File: src/hdl/tpwm_pkg.sv
// shared types and register map of the timer with pwm outputs
package tpwm_pkg;

   // command codes of a request
   typedef enum logic [1:0] {
      CMD_TICK  = 2'd0,
      CMD_WRITE = 2'd1,
      CMD_READ  = 2'd2
   } cmd_type;

   // register map
   localparam logic [3:0] REG_CTRL    = 4'd0;
   localparam logic [3:0] REG_IRQ_EN  = 4'd1;
   localparam logic [3:0] REG_STATUS  = 4'd2;
   localparam logic [3:0] REG_MODE0   = 4'd3;
   localparam logic [3:0] REG_MODE1   = 4'd4;
   localparam logic [3:0] REG_OUT_EN  = 4'd5;
   localparam logic [3:0] REG_COUNT   = 4'd6;
   localparam logic [3:0] REG_PRESC   = 4'd7;
   localparam logic [3:0] REG_RELOAD  = 4'd8;
   localparam logic [3:0] REG_CMP0    = 4'd9;

   // control and mode bit positions
   localparam int unsigned CTRL_RUN_BIT = 0;
   localparam int unsigned CTRL_OPM_BIT = 3;
   localparam int unsigned PRELOAD_BIT  = 3;
   localparam logic [2:0]  MODE_PWM1    = 3'd6;

   localparam int unsigned MAX_CHANNELS = 4;
   localparam int unsigned DATA_WIDTH   = 32;

   typedef struct packed {
      cmd_type                 cmd;
      logic [3:0]              reg_index;
      logic [DATA_WIDTH-1:0]   write_data;
   } req_item_type;

   typedef struct packed {
      logic [DATA_WIDTH-1:0]   read_data;
      logic [MAX_CHANNELS-1:0] pwm_out;
      logic                    irq;
      logic                    update_pulse;
   } rsp_item_type;

endpackage

File: src/hdl/tpwm_if.sv
// valid/ready channel interfaces for requests and responses

interface tpwm_req_if;
   logic                             valid;
   logic                             ready;
   tpwm_pkg::cmd_type                cmd;
   logic [3:0]                       reg_index;
   logic [tpwm_pkg::DATA_WIDTH-1:0]  write_data;

   modport source (output valid, cmd, reg_index, write_data, input ready);
   modport sink (input valid, cmd, reg_index, write_data, output ready);
endinterface

interface tpwm_rsp_if;
   logic                              valid;
   logic                              ready;
   logic [tpwm_pkg::DATA_WIDTH-1:0]   read_data;
   logic [tpwm_pkg::MAX_CHANNELS-1:0] pwm_out;
   logic                              irq;
   logic                              update_pulse;

   modport source (output valid, read_data, pwm_out, irq, update_pulse, input ready);
   modport sink (input valid, read_data, pwm_out, irq, update_pulse, output ready);
endinterface

File: src/hdl/tpwm_pwm.sv
// pwm mode 1 output levels for all channels
module tpwm_pwm #(
   parameter int unsigned COUNTER_WIDTH = 32,
   parameter int unsigned CHANNELS      = 4
) (
   input  logic [15:0]                         modes [2],
   input  logic [15:0]                         out_enables,
   input  logic [COUNTER_WIDTH-1:0]            count,
   input  logic [COUNTER_WIDTH-1:0]            compare [CHANNELS],
   output logic [tpwm_pkg::MAX_CHANNELS-1:0]   levels
);

   // each channel: mode byte check, enable check, count below compare
   for (genvar c = 0; c < tpwm_pkg::MAX_CHANNELS; c++) begin : g_chan
      if (c < CHANNELS) begin : g_used
         logic [7:0] mode_byte;
         assign mode_byte = modes[c / 2][(c % 2) * 8 +: 8];
         assign levels[c] = (mode_byte[6:4] == tpwm_pkg::MODE_PWM1)
                            && out_enables[4 * c]
                            && (count < compare[c]);
      end else begin : g_unused
         assign levels[c] = 1'b0;
      end
   end

endmodule

File: src/hdl/tpwm_core.sv
// timer state registers and the per-request update logic
module tpwm_core #(
   parameter int unsigned COUNTER_WIDTH   = 32,
   parameter int unsigned PRESCALER_WIDTH = 16,
   parameter int unsigned CHANNELS        = 4
) (
   input  logic                    clock,
   input  logic                    reset,
   input  logic                    step,
   input  tpwm_pkg::req_item_type  item,
   output tpwm_pkg::rsp_item_type  result
);

   localparam logic [COUNTER_WIDTH-1:0]   CNT_ONE = COUNTER_WIDTH'(1);
   localparam logic [PRESCALER_WIDTH-1:0] PSC_ONE = PRESCALER_WIDTH'(1);

   logic                       run_ff, run_in;
   logic                       opm_ff, opm_in;
   logic                       ien_ff, ien_in;
   logic                       flag_ff, flag_in;
   logic [15:0]                modes_ff [2];
   logic [15:0]                modes_in [2];
   logic [15:0]                oe_ff, oe_in;
   logic [COUNTER_WIDTH-1:0]   cnt_ff, cnt_in;
   logic [PRESCALER_WIDTH-1:0] psc_val_ff, psc_val_in;
   logic [PRESCALER_WIDTH-1:0] psc_cnt_ff, psc_cnt_in;
   logic [COUNTER_WIDTH-1:0]   reload_ff, reload_in;
   logic [COUNTER_WIDTH-1:0]   cmp_wr_ff [CHANNELS];
   logic [COUNTER_WIDTH-1:0]   cmp_wr_in [CHANNELS];
   logic [COUNTER_WIDTH-1:0]   cmp_act_ff [CHANNELS];
   logic [COUNTER_WIDTH-1:0]   cmp_act_in [CHANNELS];
   logic [CHANNELS-1:0]        preload_en;
   logic [tpwm_pkg::DATA_WIDTH-1:0] rdata;
   logic                       pulse;
   logic [tpwm_pkg::MAX_CHANNELS-1:0] levels;

   // compare preload enable per channel from its mode byte
   for (genvar c = 0; c < CHANNELS; c++) begin : g_preload
      assign preload_en[c] = modes_ff[c / 2][(c % 2) * 8 + tpwm_pkg::PRELOAD_BIT];
   end

   // next state and read data for the current request
   always_comb begin
      run_in     = run_ff;
      opm_in     = opm_ff;
      ien_in     = ien_ff;
      flag_in    = flag_ff;
      modes_in   = modes_ff;
      oe_in      = oe_ff;
      cnt_in     = cnt_ff;
      psc_val_in = psc_val_ff;
      psc_cnt_in = psc_cnt_ff;
      reload_in  = reload_ff;
      cmp_wr_in  = cmp_wr_ff;
      cmp_act_in = cmp_act_ff;
      rdata      = '0;
      pulse      = 1'b0;
      case (item.cmd)
         tpwm_pkg::CMD_TICK: begin
            if (run_ff) begin
               if (psc_cnt_ff < psc_val_ff) begin
                  psc_cnt_in = psc_cnt_ff + PSC_ONE;
               end else begin
                  psc_cnt_in = '0;
                  if (cnt_ff >= reload_ff) begin
                     // update event: wrap, flag, load compares
                     cnt_in  = '0;
                     flag_in = 1'b1;
                     pulse   = 1'b1;
                     for (int ch = 0; ch < CHANNELS; ch++) begin
                        cmp_act_in[ch] = cmp_wr_ff[ch];
                     end
                     if (opm_ff) begin
                        run_in = 1'b0;
                     end
                  end else begin
                     cnt_in = cnt_ff + CNT_ONE;
                  end
               end
            end
         end
         tpwm_pkg::CMD_WRITE: begin
            case (item.reg_index)
               tpwm_pkg::REG_CTRL: begin
                  run_in = item.write_data[tpwm_pkg::CTRL_RUN_BIT];
                  opm_in = item.write_data[tpwm_pkg::CTRL_OPM_BIT];
               end
               tpwm_pkg::REG_IRQ_EN: ien_in = item.write_data[0];
               // status bits clear on zero
               tpwm_pkg::REG_STATUS: flag_in = flag_ff & item.write_data[0];
               tpwm_pkg::REG_MODE0:  modes_in[0] = item.write_data[15:0];
               tpwm_pkg::REG_MODE1:  modes_in[1] = item.write_data[15:0];
               tpwm_pkg::REG_OUT_EN: oe_in = item.write_data[15:0];
               tpwm_pkg::REG_COUNT:  cnt_in = item.write_data[COUNTER_WIDTH-1:0];
               tpwm_pkg::REG_PRESC:  psc_val_in = item.write_data[PRESCALER_WIDTH-1:0];
               tpwm_pkg::REG_RELOAD: reload_in = item.write_data[COUNTER_WIDTH-1:0];
               default: begin
                  // compare registers; active copy follows at once without preload
                  for (int ch = 0; ch < CHANNELS; ch++) begin
                     if (item.reg_index == tpwm_pkg::REG_CMP0 + 4'(ch)) begin
                        cmp_wr_in[ch] = item.write_data[COUNTER_WIDTH-1:0];
                        if (!preload_en[ch]) begin
                           cmp_act_in[ch] = item.write_data[COUNTER_WIDTH-1:0];
                        end
                     end
                  end
               end
            endcase
         end
         tpwm_pkg::CMD_READ: begin
            case (item.reg_index)
               tpwm_pkg::REG_CTRL: begin
                  rdata[tpwm_pkg::CTRL_RUN_BIT] = run_ff;
                  rdata[tpwm_pkg::CTRL_OPM_BIT] = opm_ff;
               end
               tpwm_pkg::REG_IRQ_EN: rdata[0] = ien_ff;
               tpwm_pkg::REG_STATUS: rdata[0] = flag_ff;
               tpwm_pkg::REG_MODE0:  rdata = 32'(modes_ff[0]);
               tpwm_pkg::REG_MODE1:  rdata = 32'(modes_ff[1]);
               tpwm_pkg::REG_OUT_EN: rdata = 32'(oe_ff);
               tpwm_pkg::REG_COUNT:  rdata = 32'(cnt_ff);
               tpwm_pkg::REG_PRESC:  rdata = 32'(psc_val_ff);
               tpwm_pkg::REG_RELOAD: rdata = 32'(reload_ff);
               default: begin
                  for (int ch = 0; ch < CHANNELS; ch++) begin
                     if (item.reg_index == tpwm_pkg::REG_CMP0 + 4'(ch)) begin
                        rdata = 32'(cmp_wr_ff[ch]);
                     end
                  end
               end
            endcase
         end
         default: ;
      endcase
   end

   // output levels follow the state after this request
   tpwm_pwm #(
      .COUNTER_WIDTH (COUNTER_WIDTH),
      .CHANNELS      (CHANNELS)
   ) u_pwm (
      .modes       (modes_in),
      .out_enables (oe_in),
      .count       (cnt_in),
      .compare     (cmp_act_in),
      .levels      (levels)
   );

   assign result.read_data    = rdata;
   assign result.pwm_out      = levels;
   assign result.irq          = flag_in & ien_in;
   assign result.update_pulse = pulse;

   // state registers
   always_ff @(posedge clock) begin
      if (reset) begin
         run_ff      <= 1'b0;
         opm_ff      <= 1'b0;
         ien_ff      <= 1'b0;
         flag_ff     <= 1'b0;
         modes_ff[0] <= '0;
         modes_ff[1] <= '0;
         oe_ff       <= '0;
         cnt_ff      <= '0;
         psc_val_ff  <= '0;
         psc_cnt_ff  <= '0;
         reload_ff   <= '1;
         for (int ch = 0; ch < CHANNELS; ch++) begin
            cmp_wr_ff[ch]  <= '0;
            cmp_act_ff[ch] <= '0;
         end
      end else if (step) begin
         run_ff     <= run_in;
         opm_ff     <= opm_in;
         ien_ff     <= ien_in;
         flag_ff    <= flag_in;
         modes_ff   <= modes_in;
         oe_ff      <= oe_in;
         cnt_ff     <= cnt_in;
         psc_val_ff <= psc_val_in;
         psc_cnt_ff <= psc_cnt_in;
         reload_ff  <= reload_in;
         cmp_wr_ff  <= cmp_wr_in;
         cmp_act_ff <= cmp_act_in;
      end
   end

   // an update event leaves the counter at zero with the flag set
   a_update_wraps: assert property (@(posedge clock) disable iff (reset)
      step && result.update_pulse |=> (cnt_ff == '0) && flag_ff)
      else $error("update event did not wrap the counter");

   // only a tick of a running timer can cause an update event
   a_update_source: assert property (@(posedge clock) disable iff (reset)
      step && result.update_pulse |-> (item.cmd == tpwm_pkg::CMD_TICK) && run_ff)
      else $error("update event without a running tick");

   // a stopped timer does not count on a tick
   a_stopped_holds: assert property (@(posedge clock) disable iff (reset)
      step && (item.cmd == tpwm_pkg::CMD_TICK) && !run_ff
      |=> $stable(cnt_ff) && $stable(psc_cnt_ff))
      else $error("stopped timer counted");

   // reads leave the timer state alone
   a_read_no_effect: assert property (@(posedge clock) disable iff (reset)
      step && (item.cmd == tpwm_pkg::CMD_READ)
      |=> $stable(cnt_ff) && $stable(flag_ff) && $stable(run_ff))
      else $error("register read changed timer state");

endmodule

File: src/hdl/timer_pwm_peripheral_top.sv
// top level of the timer with pwm outputs: request and response registers
// Each request is a clock tick, a register write or a register read, and
// every request produces exactly one response in order. The block accepts
// one request per clock cycle while the request register can advance. A
// request passes through the request register and then the response
// register, with the whole timer update done combinationally between
// them. Back-pressure on the response channel stalls the request side
// only once both registers hold a pending item. Read data is the register
// value before the request; pwm_out, irq and update_pulse reflect the
// timer state after it.
module timer_pwm_peripheral_top #(
   parameter int unsigned COUNTER_WIDTH   = 32,
   parameter int unsigned PRESCALER_WIDTH = 16,
   parameter int unsigned CHANNELS        = 4
) (
   input  logic        clock,
   input  logic        reset,
   tpwm_req_if.sink    req_if,
   tpwm_rsp_if.source  rsp_if
);

   logic                   in_valid_ff;
   tpwm_pkg::req_item_type in_item_ff;
   logic                   out_valid_ff;
   tpwm_pkg::rsp_item_type out_item_ff;
   tpwm_pkg::rsp_item_type result;
   logic                   advance;

   // the request register moves on when the response register is free
   assign advance      = in_valid_ff && (!out_valid_ff || rsp_if.ready);
   assign req_if.ready = !in_valid_ff || advance;

   tpwm_core #(
      .COUNTER_WIDTH   (COUNTER_WIDTH),
      .PRESCALER_WIDTH (PRESCALER_WIDTH),
      .CHANNELS        (CHANNELS)
   ) u_core (
      .clock  (clock),
      .reset  (reset),
      .step   (advance),
      .item   (in_item_ff),
      .result (result)
   );

   // request register
   always_ff @(posedge clock) begin
      if (reset) begin
         in_valid_ff <= 1'b0;
      end else if (req_if.ready) begin
         in_valid_ff <= req_if.valid;
      end
      if (req_if.valid && req_if.ready) begin
         in_item_ff.cmd        <= req_if.cmd;
         in_item_ff.reg_index  <= req_if.reg_index;
         in_item_ff.write_data <= req_if.write_data;
      end
   end

   // response register
   always_ff @(posedge clock) begin
      if (reset) begin
         out_valid_ff <= 1'b0;
      end else if (advance) begin
         out_valid_ff <= 1'b1;
      end else if (rsp_if.ready) begin
         out_valid_ff <= 1'b0;
      end
      if (advance) begin
         out_item_ff <= result;
      end
   end

   assign rsp_if.valid        = out_valid_ff;
   assign rsp_if.read_data    = out_item_ff.read_data;
   assign rsp_if.pwm_out      = out_item_ff.pwm_out;
   assign rsp_if.irq          = out_item_ff.irq;
   assign rsp_if.update_pulse = out_item_ff.update_pulse;

endmodule
File: src/flat_wrapper.sv
// flat-port wrapper written by rule: the top's interface ports become plain ports
module timer_pwm_peripheral_top_flat 
#(
   parameter int unsigned COUNTER_WIDTH   = 32,
   parameter int unsigned PRESCALER_WIDTH = 16,
   parameter int unsigned CHANNELS        = 4
)
  (clock, reset, req_if_valid, req_if_cmd, req_if_reg_index, req_if_write_data, req_if_ready, rsp_if_valid, rsp_if_read_data, rsp_if_pwm_out, rsp_if_irq, rsp_if_update_pulse, rsp_if_ready);
  tpwm_req_if req_if_i ();
  tpwm_rsp_if rsp_if_i ();
  input  logic clock;
  input  logic reset;
  input wire logic [$bits(req_if_i.valid)-1:0] req_if_valid;
  input wire logic [$bits(req_if_i.cmd)-1:0] req_if_cmd;
  input wire logic [$bits(req_if_i.reg_index)-1:0] req_if_reg_index;
  input wire logic [$bits(req_if_i.write_data)-1:0] req_if_write_data;
  output wire logic [$bits(req_if_i.ready)-1:0] req_if_ready;
  output wire logic [$bits(rsp_if_i.valid)-1:0] rsp_if_valid;
  output wire logic [$bits(rsp_if_i.read_data)-1:0] rsp_if_read_data;
  output wire logic [$bits(rsp_if_i.pwm_out)-1:0] rsp_if_pwm_out;
  output wire logic [$bits(rsp_if_i.irq)-1:0] rsp_if_irq;
  output wire logic [$bits(rsp_if_i.update_pulse)-1:0] rsp_if_update_pulse;
  input wire logic [$bits(rsp_if_i.ready)-1:0] rsp_if_ready;
  assign req_if_i.valid = req_if_valid;
  assign req_if_i.cmd = req_if_cmd;
  assign req_if_i.reg_index = req_if_reg_index;
  assign req_if_i.write_data = req_if_write_data;
  assign req_if_ready = req_if_i.ready;
  assign rsp_if_valid = rsp_if_i.valid;
  assign rsp_if_read_data = rsp_if_i.read_data;
  assign rsp_if_pwm_out = rsp_if_i.pwm_out;
  assign rsp_if_irq = rsp_if_i.irq;
  assign rsp_if_update_pulse = rsp_if_i.update_pulse;
  assign rsp_if_i.ready = rsp_if_ready;
  timer_pwm_peripheral_top #(.COUNTER_WIDTH(COUNTER_WIDTH), .PRESCALER_WIDTH(PRESCALER_WIDTH), .CHANNELS(CHANNELS)) u_core (.clock(clock), .reset(reset), .req_if(req_if_i), .rsp_if(rsp_if_i));
endmodule
File: config.mk
export PLATFORM = sky130hd
export DESIGN_NAME = timer_pwm_peripheral_top_flat
export DESIGN_NICKNAME = d
export VERILOG_FILES = /design/src/hdl/tpwm_pkg.sv /design/src/hdl/tpwm_if.sv /design/src/hdl/tpwm_pwm.sv /design/src/hdl/tpwm_core.sv /design/src/hdl/timer_pwm_peripheral_top.sv /design/src/flat_wrapper.sv
export SDC_FILE = /design/constraint.sdc
export NUM_CORES = 2
export LEC_CHECK = 0
export BUFFER_PORTS_ARGS = -buffer_cell sky130_fd_sc_hd__buf_2
export CAP_MARGIN = 20
export CORE_MARGIN = 10
export CORE_UTILIZATION = 45
export DETAILED_ROUTE_END_ITERATION = 7
export SYNTH_ARGS = -nofsm -noshare
export SYNTH_HDL_FRONTEND = slang
export SYNTH_HIERARCHICAL = 1
export SYNTH_SLANG_ARGS = --single-unit
File: constraint.sdc
create_clock -name clock -period 10.7 [get_ports clock]
set_input_delay 2.14 -clock clock [delete_from_list [all_inputs] [get_ports clock]]
set_output_delay 2.14 -clock clock [all_outputs]
set_load 0.005 [all_outputs]
## Yosys cells after proc, flatten, opt, wreduce, memory -nomap -nowiden

Index checks and enable logic that the tools add are counted.

| cells by class | value |
|---|---|
| add/sub/neg operators | 2 |
| magnitude comparators | 6 |
| equality and inequality tests | 19 |
| multiplexer cells | 48 |
| bitwise gates (word level) | 5 |
| reduce and logical (&&, ||, !) cells | 34 |

Operators with widths:

| cell | number |
|---|---|
| 128-bit two-way mux | 4 |
| 32-bit two-way mux | 16 |
| 128-bit one-hot mux with 2 select lines | 1 |
| 28-bit one-hot mux with 7 select lines | 1 |
| 32-bit less-than comparator | 4 |
| 32-bit one-hot mux with 2 select lines | 1 |
| 32-bit by 1-bit adder with 32-bit output, second input constant | 1 |
| 32-bit greater-or-equal comparator | 1 |
| 16-bit two-way mux | 2 |
| 31-bit two-way mux | 1 |
| 13-bit two-way mux | 2 |
| 3-bit AND reduction | 8 |
| 4-bit equality test, second input constant | 5 |
| 16-bit by 1-bit adder with 16-bit output, second input constant | 1 |
| 4-bit by 3-bit equality test with 1-bit output, second input constant | 4 |
| 16-bit less-than comparator | 1 |
| 4-bit AND reduction | 4 |
| 15-bit two-way mux | 1 |
| 1-bit two-way mux | 14 |
| 2-bit one-hot mux with 7 select lines | 1 |
| 3-bit equality test, second input constant | 4 |
| 1-bit logical AND | 10 |
| 1-bit one-hot mux with 9 select lines | 1 |
| 9-bit OR reduction | 1 |
| other kinds (16) | 25 |

| storage, ports and cells | value |
|---|---|
| register bits | 482 |
| bits of input ports | 42 |
| output and inout bits | 40 |
| logic and storage cells | 145 |

## Longest topological paths before layout

| depth | value |
|---|---|
| depth in word-level cells | 7 |
| mapped depth | 22 |
| mapped depth without buffers | 18 |

## Cells and area by module

The synthesis kept the hierarchy.

By module, submodules not included:

| module | times used | cells each | area each (um^2) | sequential area each (um^2) |
|---|---|---|---|---|
| tpwm_core | 1 | 2695 | 21994.8 | 8087.8 |
| tpwm_pwm | 1 | 438 | 3120.5 | 0.0 |
| timer_pwm_peripheral_top | 1 | 86 | 2386.0 | 2322.2 |

## Worst setup path after synthesis

Ideal clock, no wire load.

| timing | value |
|---|---|
| kind | in2reg |
| start point | in rsp_if_ready |
| end point | reg u_core.u_core.psc_val_ff[10] |
| setup time | 70 ps |
| arrival | 4655 ps |
| data required time | 10630 ps |
| path slack | 5975 ps |
| stages on the path | 10 |
| buffers on the path | 2 |
| cells stage by stage | nand2b_1 and2_2 buf_2 inv_1 nor2_1 nand2_1 nor3_1 clkbuf_1 nand2_1 a21oi_1 |

| between the ends | value |
|---|---|
| word-level cells in the longest chain between the ends | 3 |

RTL lines:

| item | line | RTL |
|---|---|---|
| start, declared | flat_wrapper.sv:23 | `input wire logic [$bits(rsp_if_i.ready)-1:0] rsp_if_ready;` |
| 1-bit logical OR | timer_pwm_peripheral_top.sv:30 | `assign advance = in_valid_ff && (!out_valid_ff \|\| rsp_if.ready);` |
| 1-bit logical AND | timer_pwm_peripheral_top.sv:30 |  |
| via u_core.advance | timer_pwm_peripheral_top.sv:27 | `logic advance;` |
| 3-bit AND reduction (no source line) | -- |  |
| end signal, assigned | tpwm_core.sv:180 | `psc_val_ff <= psc_val_in;` |
| end, declared | tpwm_core.sv:25 | `logic [PRESCALER_WIDTH-1:0] psc_val_ff, psc_val_in;` |

The timed path passes the listed nets, and every way through them passes these cells.
A chain may end at the register's enable or synchronous reset.

==> results by group <==
Layout
  – Area growth, synth to finish: 10.7%
  – Nets: 3390
  – Layout cells sized above 1: 11.3%
  – Post-route insts no fill: 4003
  – Ant diodes: 0
  – Filler cells: 5680

Floorplanning
  – Core ar.: 60500 um^2
  – Die Span Y: 267 um
  – Cell Rows: 90
  – Die width: 267 um
  – I/O Pins: 82
  – Initial Util: 45.5%
  – Die Area: 71400 um^2

Min path
  – WHS Endpoint: u_core/u_core/psc_val_ff[10]
  – Hold Path Depth: 2
  – Hold Startpoint: u_core/u_core/psc_val_ff[10]
  – HP Class: flop to flop

Clock tree
  – Worst-path clk slew: 0.06 ns
  – Clock Path Buffers: 3
  – Hold Buf Count CTS: 0
  – Clk_lat worst skew: 0.64 ns
  – H-tree depth: 2
  – Sinks on Clock Net: 482
  – Num CTS Buffers: 54
  – CTS root buf: clkbuf_16
  – CTS tree: yes
  – Cts repair resizes: 0
  – Post-CTS Setup Bufs: 0

STA
  – Final hold viol count: 0
  – RSZ-0062 raised after global routing: false
  – Final count of pins violating max slew: 0
  – Fmax: 165 MHz
  – Setup Viol. Count Final: 0
  – Fin crit period: 6.06 ns
  – Setup tns final: 0 ns
  – Final worst slack: 4.64 ns
  – Slew headroom: 26.4%
  – Setup Skew: 0.0241 ns
  – Worst-Margin Slew: 1.09 ns
  – Crit share post-route: 56.6%

Setup path
  – Worst Setup Start Kind: flop
  – Critical path class: flop to flop
  – Reg2Reg Depth: 17
  – Register-to-register setup slack: 4.64 ns
  – Crit path DAT: 6.55 ns
  – Critical Path End Type: flop
  – Critical Path RT: 11.19 ns
  – CP Max Fanout: 72
  – RR Endpoint: u_core/rsp_if.pwm_out[3]
  – FF-to-FF Start: u_core/u_core/cnt_ff[25]

Synthesis
  – Post-Syn Area per Cell: 8.54 um^2
  – Yosys reg bits: 482
  – Synth async-reset ratio: 0%
  – Most used flip-flop cell after synthesis: dfxtp_1
  – Sequential share of the synthesized area: 37.9%
  – Net count after synthesis: 3434
  – Post-Syn Area: 27500 um^2
  – YS warnings: 6
  – Post-synth cell types: 86
  – Cells after synthesis: 3219
  – EDFF count, synth: 76

Status
  – Status: complete, no violations

Route
  – Detailed-route DRC error count: 0
  – 1st-iter DRT viols: 3443
  – WL/cell: 27.6 um
  – Detailed Route WL: 110000 um
  – Vias: 26071
  – Via-to-Cell Ratio: 6.51
  – Antenna viol nets, final: 0
  – 1st-pass router iterations: 8

Global routing
  – Largest net degree at the start of global routing: 80
  – First-pass GRT wire length: 163000 um
  – Total GRT Usage: 30.0%
  – Initial antenna violation count: 5
  – Remaining global-route overflow: 0
  – Number of global-route vias before repair: 25048

Placement
  – Hpwl dp: 73900 um
  – Routability cong.: 0.994
  – Pre-CTS WS: 4.79 ns
  – Placed Cells: 3901
  – PortBufs: 81

Power and ir drop
  – Pleak: 12.6 nW
  – Maximum resistive drop on vdd: 0.109 mV
  – Pwr/cell area: 142 nW/um^2
  – PnR Total Power: 4.31 mW

Run
  – Max cap viols: 0
[cell type report]
type                    count  area [um^2]  area share, %
repair buffers            168         1080           3.54
well taps                 782          978           3.22
multi-input cells        2284        15400           50.5
flip-flops and latches    482        10400           34.2
inverters                 185          694           2.28
clock inverters            24          305           1.00
clock buffers              78         1600           5.27
[logic make-up after synthesis]
kind of cell	after synthesis	synth area share [%]
AO/OA/AOI/OAI	1096	28.6
AND/OR/NAND/NOR	902	14.6
flip-flops	482	37.9
buffers and inverters	453	6.67
adder cells (fa/ha/maj)	173	7.87
multiplexers	95	3.76
XOR/XNOR	18	0.573
[placed cells by master, fill, tap and decap left out, types with 56 or more instances in the layout]
| cell | netlist | layout |
|---|---|---|
| a21o_1 | 148 | 148 |
| a21oi_1 | 265 | 265 |
| a22o_1 | 262 | 262 |
| a22oi_1 | 111 | 111 |
| buf_2 | 29 | 80 |
| buf_4 | 4 | 86 |
| dfxtp_1 | 406 | 406 |
| edfxtp_1 | 76 | 76 |
| ha_1 | 173 | 173 |
| inv_1 | 184 | 183 |
| mux2_2 | 56 | 56 |
| nand2_1 | 463 | 463 |
| nor2_1 | 176 | 166 |
| o21ai_0 | 81 | 79 |
[worst max-delay path, cell delays in order (launching register included)]
cell	delay, ns
dfxtp_1	0.57
ha_1	0.23
nand4_1	0.21
or4_4	0.62
a31oi_4	0.15
buf_4	0.43
o211a_4	0.62
buf_4	0.74
a22o_1	0.26
a21o_1	0.10
inv_1	0.05
ha_1	0.29
a211oi_2	0.20
nor3_1	0.09
o41ai_2	0.39
o211ai_1	0.25
a221oi_2	0.38
o211a_1	0.22
[sequential cells by signal (all words and copies together), names as in the netlist, 32 cells and up]
register	cells
u_core/u_core/cmp_act_ff	128
u_core/rsp_if.read_data	32
u_core/u_core/modes_ff	32
u_core/u_core/cnt_ff	32
u_core/u_core/reload_ff	32
u_core/in_item_ff	38
u_core/u_core/cmp_wr_ff	128
[synth_stat cells, drive strengths merged (8+ instances only)]
| cell | number | area [um^2] |
|---|---|---|
| nand2b | 14 | 95.1 |
| a31oi | 35 | 234 |
| and3 | 20 | 125 |
| nor2 | 177 | 667 |
| a41o | 8 | 80.1 |
| a22oi | 111 | 833 |
| dfxtp | 406 | 8130 |
| o21ai | 86 | 434 |
| nand2 | 463 | 1740 |
| a21o | 148 | 1110 |
| ha | 173 | 2160 |
| inv | 184 | 691 |
| edfxtp | 76 | 2280 |
| a211oi | 17 | 133 |
| nand3 | 40 | 200 |
| nor4 | 20 | 125 |
| xor2 | 13 | 114 |
| mux2 | 56 | 631 |
| nor3 | 62 | 320 |
| a22o | 262 | 2290 |
| mux2i | 38 | 380 |
| a221oi | 25 | 231 |
| and4 | 12 | 105 |
| a21oi | 267 | 1340 |
| clkbuf | 210 | 788 |
| o31ai | 9 | 67.6 |
| nand4 | 42 | 269 |
| a311oi | 10 | 87.6 |
| buf | 58 | 352 |
| nor2b | 19 | 119 |
| or3 | 9 | 56.3 |
| o211ai | 39 | 293 |
[worst max path at each step]
stage,start,endpoint,slack [ns],cells past startpoint
floorplan,rsp_if_ready,u_core/u_core/psc_val_ff[10],5.97,10
global placement,u_core/u_core/psc_val_ff[15],u_core/rsp_if.pwm_out[3],4.88,18
detailed placement,u_core/u_core/cnt_ff[25],u_core/rsp_if.pwm_out[3],4.79,17
CTS,u_core/u_core/cnt_ff[25],u_core/rsp_if.pwm_out[3],4.74,17
global route,u_core/u_core/cnt_ff[25],u_core/rsp_if.pwm_out[3],4.47,17
finish,u_core/u_core/cnt_ff[25],u_core/rsp_if.pwm_out[3],4.64,17
[stage by stage]
stage / instance area, um^2 / hold WS [ns] / util (%)
2_1_floorplan: 27500 / 0.436 / -
3_3_place_gp: 28500 / 0.443 / 47.1
3_5_place_dp: 28500 / 0.454 / 47.2
4_1_cts: 30400 / 0.462 / 50.3
5_1_grt: 30400 / 0.482 / 50.3
6_report: 30400 / 0.463 / 50.3
[where the power goes]
group / internal (mW) / switching (mW)
combinational: 0.109 / 0.280
clock: 1.19 / 0.825
sequential: 1.87 / 0.0394
total: 3.16 / 1.14
[routing by layer]
layer | global-route usage [%] | part of all wire [%] | vias up
met1 | 40.0 | 42 | 12666
li1 | - | - | 11695
met5 | 0 | 0 | -
met2 | 45.1 | 43 | 1405
met4 | 13.3 | 4.5 | 0
met3 | 7.47 | 11 | 305
Power figures use the tool's default switching activity.
